`config.mk`:
```
export PLATFORM = sky130hd
export DESIGN_NAME = ssv_mul
export DESIGN_NICKNAME = d
export VERILOG_FILES = /design/src/hw/rtl/ssv_pkg.sv /design/src/hw/rtl/ssv_mul.sv
export SDC_FILE = /design/constraint.sdc
export NUM_CORES = 2
export LEC_CHECK = 0
export ABC_AREA = 1
export BUFFER_PORTS_ARGS = -buffer_cell sky130_fd_sc_hd__buf_4
export CORE_MARGIN = 1
export CORE_UTILIZATION = 50
export DETAILED_ROUTE_END_ITERATION = 8
export PLACE_DENSITY_LB_ADDON = 0.25
export RECOVER_POWER = 50
export SLEW_MARGIN = 20
export SYNTH_ARGS = -nofsm -noshare
export SYNTH_HDL_FRONTEND = slang
export SYNTH_SLANG_ARGS = --single-unit
```
`constraint.sdc`:
```
create_clock -name clock -period 7.95 [get_ports clock]
set_input_delay 1.59 -clock clock [delete_from_list [all_inputs] [get_ports clock]]
set_output_delay 1.59 -clock clock [all_outputs]
set_load 0.01 [all_outputs]
```
`src/hw/rtl/ssv_pkg.sv`:
```
// Shared types, codes and constants of the synth voice.
package ssv_pkg;

   localparam int FUNC_W   = 2;
   localparam int NOTE_W   = 8;
   localparam int VEL_W    = 16;
   localparam int SAMPLE_W = 16;
   localparam int CSR_IDX_W  = 3;
   localparam int CSR_DATA_W = 32;

   // shared multiplier operand width (signed)
   localparam int MUL_W = 33;

   typedef logic [FUNC_W-1:0] func_type;
   typedef logic [2:0]        env_stage_type;

   localparam func_type FUNC_TICK     = 2'd0;
   localparam func_type FUNC_NOTE_ON  = 2'd1;
   localparam func_type FUNC_NOTE_OFF = 2'd2;

   localparam env_stage_type STG_IDLE    = 3'd0;
   localparam env_stage_type STG_ATTACK  = 3'd1;
   localparam env_stage_type STG_DECAY   = 3'd2;
   localparam env_stage_type STG_SUSTAIN = 3'd3;
   localparam env_stage_type STG_RELEASE = 3'd4;

   localparam logic [CSR_IDX_W-1:0] CSR_WAVEFORM  = 3'd0;
   localparam logic [CSR_IDX_W-1:0] CSR_COEFF     = 3'd1;
   localparam logic [CSR_IDX_W-1:0] CSR_FEEDBACK  = 3'd2;
   localparam logic [CSR_IDX_W-1:0] CSR_ATTACK    = 3'd3;
   localparam logic [CSR_IDX_W-1:0] CSR_DECAY     = 3'd4;
   localparam logic [CSR_IDX_W-1:0] CSR_SUSTAIN   = 3'd5;
   localparam logic [CSR_IDX_W-1:0] CSR_REL_SCALE = 3'd6;
   localparam logic [CSR_IDX_W-1:0] CSR_OUT_LEVEL = 3'd7;

   localparam logic [31:0] ENV_ONE  = 32'h8000_0000;
   localparam logic [15:0] GAIN_ONE = 16'h8000;

   // Hz * 2^20 for the top octave, notes 116..127
   localparam logic [63:0] TOP_OCTAVE [12] = '{
      64'd6967656617,  64'd7381975040,  64'd7820930118,  64'd8285986824,
      64'd8778697241,  64'd9300705742,  64'd9853754486,  64'd10439688991,
      64'd11060465444, 64'd11718154944, 64'd12414952698, 64'd13153184201
   };

endpackage

```
`src/hw/rtl/ssv_mul.sv`:
```
// Shared signed multiplier with a registered product.
module ssv_mul (
   input  logic                              clock,
   input  logic signed [ssv_pkg::MUL_W-1:0]   a,
   input  logic signed [ssv_pkg::MUL_W-1:0]   b,
   output logic signed [2*ssv_pkg::MUL_W-1:0] p
);
   import ssv_pkg::*;

   logic signed [2*MUL_W-1:0] p_ff;
   logic signed [2*MUL_W-1:0] p_in;

   assign p_in = (2*MUL_W)'(a) * (2*MUL_W)'(b);

   always_ff @(posedge clock) begin
      p_ff <= p_in;
   end

   assign p = p_ff;
endmodule

```
# ---- Yosys cells after proc, flatten, opt, wreduce, memory -nomap -nowiden
# Cells that the tools add are included.
dict set report op_classes {
  n_mul 1
}
# cell n
set ops {}
lappend ops {{33-bit by 33-bit multiplier with 66-bit output} 1}
dict set report word_totals {
  in_bits 67
  out_inout_bits 66
  ff_bits 66
  word_cells 2
}

# ---- Logic depth before layout (Yosys ltp)
dict set report logic_depth {
  depth_word 1
  ltp_mapped 34
  depth_no_buf 32
}

# ---- Worst setup path before layout
# OpenSTA, ideal clock, no wires.
dict set report synth_timing {
  kind {input port to flip-flop}
  startpoint {input a[32] (netlist bit)}
  endpoint {register p_ff[60], in the netlist p[60]}
  arrival_ns 8.233
  cell_stages 23
  setup_slack_ns -0.396
  setup_ns 0.113
  n_path_buf 2
  required_time_ns 7.837
  path_cell_list {clkbuf_1 -> clkbuf_1 -> nand2_1 -> inv_1 -> fa_1 -> fa_1 -> fa_1 -> fa_1 -> inv_1 -> fa_1 -> fa_1 -> fa_1 -> fa_1 -> inv_1 -> ha_1 -> nand2_1 -> nor2_1 -> inv_1 -> nor3_1 -> nand2_1 -> and2_0 -> nand4_1 -> nand2_1}
}
dict set report synth_between {
  elab_chain_len 1
}
# element line_no
set synth_lines {}
lappend synth_lines {{start: declaration} ssv_mul.sv:4} ;# input logic signed [ssv_pkg::MUL_W-1:0] a,
lappend synth_lines {{33-bit by 33-bit multiplier with 66-bit output} ssv_mul.sv:13} ;# assign p_in = (2*MUL_W)'(a) * (2*MUL_W)'(b);
lappend synth_lines {{via p_in[60]} ssv_mul.sv:11} ;# logic signed [2*MUL_W-1:0] p_in;
lappend synth_lines {{end signal: assignment} ssv_mul.sv:16} ;# p_ff <= p_in;
lappend synth_lines {{end: declaration} ssv_mul.sv:10} ;# logic signed [2*MUL_W-1:0] p_ff;
# The timed path passes the listed nets, and every way through them passes these cells.

# ---- Worst setup path after layout
dict set report layout_timing {
  startpoint {input b[11] (netlist bit)}
  endpoint {register p_ff[41], in the netlist p[41]}
}
dict set report layout_between {
  elab_chain_len 1
}
# element line_no
set layout_lines {}
lappend layout_lines {{start: declaration} ssv_mul.sv:5} ;# input logic signed [ssv_pkg::MUL_W-1:0] b,
lappend layout_lines {{33-bit by 33-bit multiplier with 66-bit output} ssv_mul.sv:13}
lappend layout_lines {{via p_in[41]} ssv_mul.sv:11}
# The timed path passes the listed nets, and every way through them passes these cells.

==> results.py <==
metrics = {
    "run_status": {
        "status": "completed",
    },
    "synth": {
        "synth-seq-area-share": 0.0306,
        "synth_enable_flop_cells": 0,
        "share_of_the_synthesized_area_in_the_top_cell_type": 0.531,
        "synthFlopType": "sky130_fd_sc_hd__dfxtp_1",
        "async_reset_ff_frac": 0,
        "yosys_register_bits": 66,
        "syn_avg_cell_area_um2": 7.78,
        "synthesis.area_um2": 43200,
        "synth.lib_cells_used.distinct": 32,
        "number_of_warnings_issued_by_yosys": 0,
        "synth_fp_nets": 6978,
        "synth_top_cell_by_area": "sky130_fd_sc_hd__fa_1",
        "synthTopCellsByArea": "sky130_fd_sc_hd__fa_1 53%, sky130_fd_sc_hd__inv_1 16%, sky130_fd_sc_hd__nand2_1 13%, sky130_fd_sc_hd__ha_1 6.3%, sky130_fd_sc_hd__dfxtp_1 3.1%",
        "syn-instance-count": 5549,
    },
    "timing": {
        "timing.final.crit_period_ns": 7.74,
        "report.final.setup_viol": 0,
        "timing.final.crit_share": 0.973,
        "maxClockFrequency_ghz": 0.129,
        "fin_ws_ns": 0.213,
        "slew_violations": 0,
        "timing.slew.headroom": 0.594,
        "final.hold.worst_slack_ns": 1.79,
        "worst-slew-pin-transition_ns": 0.607,
        "final-hold-violation-count": 0,
    },
    "placed_design": {
        "placer_congestion_estimate": 0.960,
        "dp_cells": 6984,
        "placement.cell_area_um2": 48300,
        "io_buffers": 132,
        "place.detailed.hpwl_mm": 108,
        "pre_cts_ws_ns": -0.382,
    },
    "finish": {
        "drive_gt1_frac": 0.117,
        "final_cell_mix": "1891 x sky130_fd_sc_hd__inv_1, 1503 x sky130_fd_sc_hd__nand2_1, 1139 x sky130_fd_sc_hd__fa_1",
        "flip_flop_count_of_the_largest_register_after_layout": 66,
        "layout.nets": 7292,
        "areaGrowthSynthToFinish_pct": 13.5,
        "most_frequent_standard_cell_in_the_layout_excluding_fill_and_tap_cells": "sky130_fd_sc_hd__inv_1",
        "antennaDiodeCount": 0,
        "finish.cell_count_without_fillers": 7012,
        "stdcell_area_um2": 49000,
    },
    "route": {
        "routedWlPerCell_um": 17.0,
        "sum_of_routed_wire_length_over_all_layers_mm": 119,
        "detailroute.via_count": 33900,
        "firstDrtPassIters": 5,
        "routed_via_density": 4.83,
        "initialDrtViolationCount": 2127,
        "detail_route.drc_violations": 0,
        "antenna_violating_nets_post_route": 0,
    },
    "clocking": {
        "tritoncts_clock_tree": "yes",
        "numCtsBuffers": 9,
        "cts_buffer_depth": 2,
        "cts.clk_slew.worst_paths_ns": 0.06,
        "clock_tree.root_cell": "sky130_fd_sc_hd__clkbuf_16",
        "htree_levels": 3,
        "clock_sink_count": 66,
    },
    "grt": {
        "total_congestion_overflow": 0,
        "vias_in_the_first_global_route": 37300,
        "track_usage": 0.290,
        "pin_count_of_the_biggest_net_entering_global_routing": 33,
        "first_pass_grt_wire_length_mm": 197,
        "initial_antenna_violation_count": 0,
    },
    "critical_path": {
        "worstSetupPathType": "in -> reg",
        "cp_data_arrival_time_ns": 8.01,
        "worstPathRequired_ns": 8.22,
        "crit_path_end_kind": "flop",
        "worst_setup_path_start_kind": "input pin",
        "critical_path.max_fanout": 18,
    },
    "die": {
        "width_of_the_die_um": 296,
        "chipHeight_um": 296,
        "num_rows": 107,
        "dieArea_um2": 87500,
        "placeableCoreArea_um2": 85300,
        "pin_count": 133,
        "initial_standard_cell_utilization_of_the_core": 0.506,
    },
    "job": {
        "count_of_max_cap_constraint_violations": 0,
    },
    "worst_hold_path": {
        "hold_path.class": "in -> reg",
    },
}
[per-stage QoR]
step	utilization	TNS (ns)
global route	0.575	-0.0637
CTS	0.570	0
floorplan	-	0
finish	0.575	0
detailed placement	0.566	-8.49
global placement	0.566	-6.99
[kinds of logic (layout without fill, tap and decap cells)]
logic type | Yosys count | in the layout | synth area share
buffers and inverters | 2165 | 2484 | 0.188
AO/OA/AOI/OAI | 105 | 105 | 0.0134
adder cells (fa/ha/maj) | 1362 | 1362 | 0.594
AND/OR/NAND/NOR | 1812 | 1812 | 0.166
flip-flops | 66 | 66 | 0.0306
XOR/XNOR | 39 | 39 | 0.00791
[worst paths after layout]
path / start / endpoint / slack (ns) / cells past startpoint
setup / recovery: b[11] / p[41] / 0.21 / 24
hold / removal: a[0] / p[0] / 1.79 / 4
[worst max-delay path, stage by stage]
cell                      delay [ns]
sky130_fd_sc_hd__buf_4          0.26
sky130_fd_sc_hd__nand2_1        0.13
sky130_fd_sc_hd__fa_1           0.51
sky130_fd_sc_hd__inv_1          0.06
sky130_fd_sc_hd__fa_1           0.57
sky130_fd_sc_hd__inv_1          0.07
sky130_fd_sc_hd__fa_1           0.53
sky130_fd_sc_hd__inv_1          0.05
sky130_fd_sc_hd__fa_1           0.48
sky130_fd_sc_hd__fa_1           0.61
sky130_fd_sc_hd__fa_1           0.45
sky130_fd_sc_hd__fa_1           0.49
sky130_fd_sc_hd__inv_1          0.05
sky130_fd_sc_hd__fa_1           0.50
sky130_fd_sc_hd__inv_1          0.05
sky130_fd_sc_hd__ha_1           0.34
sky130_fd_sc_hd__nand2_1        0.12
sky130_fd_sc_hd__nor2_1         0.15
sky130_fd_sc_hd__buf_4          0.16
sky130_fd_sc_hd__nand2_1        0.16
sky130_fd_sc_hd__nor2_2         0.22
sky130_fd_sc_hd__nand3_1        0.13
sky130_fd_sc_hd__nand3_1        0.14
sky130_fd_sc_hd__xor2_1         0.17
[metal layers]
| metal | share of wire | track usage | vias up |
|---|---|---|---|
| li1 | - | - | 15600 |
| met1 | 0.40 | 0.373 | 17100 |
| met2 | 0.51 | 0.527 | 987 |
| met5 | 0 | 0 | - |
| met3 | 0.050 | 0.0199 | 221 |
| met4 | 0.036 | 0.0824 | 0 |
[cell usage after synthesis, types with 8 or more instances]
library cell / number
sky130_fd_sc_hd__fa_1: 1145
sky130_fd_sc_hd__inv_1: 1896
sky130_fd_sc_hd__nor2_1: 125
sky130_fd_sc_hd__nand4_1: 19
sky130_fd_sc_hd__nand2_2: 15
sky130_fd_sc_hd__a21oi_1: 61
sky130_fd_sc_hd__xor2_1: 35
sky130_fd_sc_hd__clkbuf_1: 261
sky130_fd_sc_hd__nand2_1: 1523
sky130_fd_sc_hd__nor2_2: 22
sky130_fd_sc_hd__dfxtp_1: 66
sky130_fd_sc_hd__nor3_1: 8
sky130_fd_sc_hd__ha_1: 217
sky130_fd_sc_hd__o21bai_1: 12
sky130_fd_sc_hd__nand3_2: 8
sky130_fd_sc_hd__o21ai_0: 18
sky130_fd_sc_hd__nand3_1: 70
[repair_timing]
item	in CTS	in global routing
pin swaps	1	16
gates resized for setup	2	137
gates cloned	0	1
setup buffers	1	10
endpoints found under the setup margin	2	43
hold buffers	0	0
[final cells by class]
type | instances | area (µm²)
multi-input cells | 3318 | 34200
inverters | 1902 | 7150
clock inverters | 6 | 88.8
flip-flops and latches | 66 | 1320
repair buffers | 566 | 4600
clock buffers | 10 | 229
well taps | 1144 | 1430
fillers | 7867 | 36300
Power is left out: the tool's default activity adds up to more than one toggle a clock period on the data nets, which glitch-free logic cannot reach.
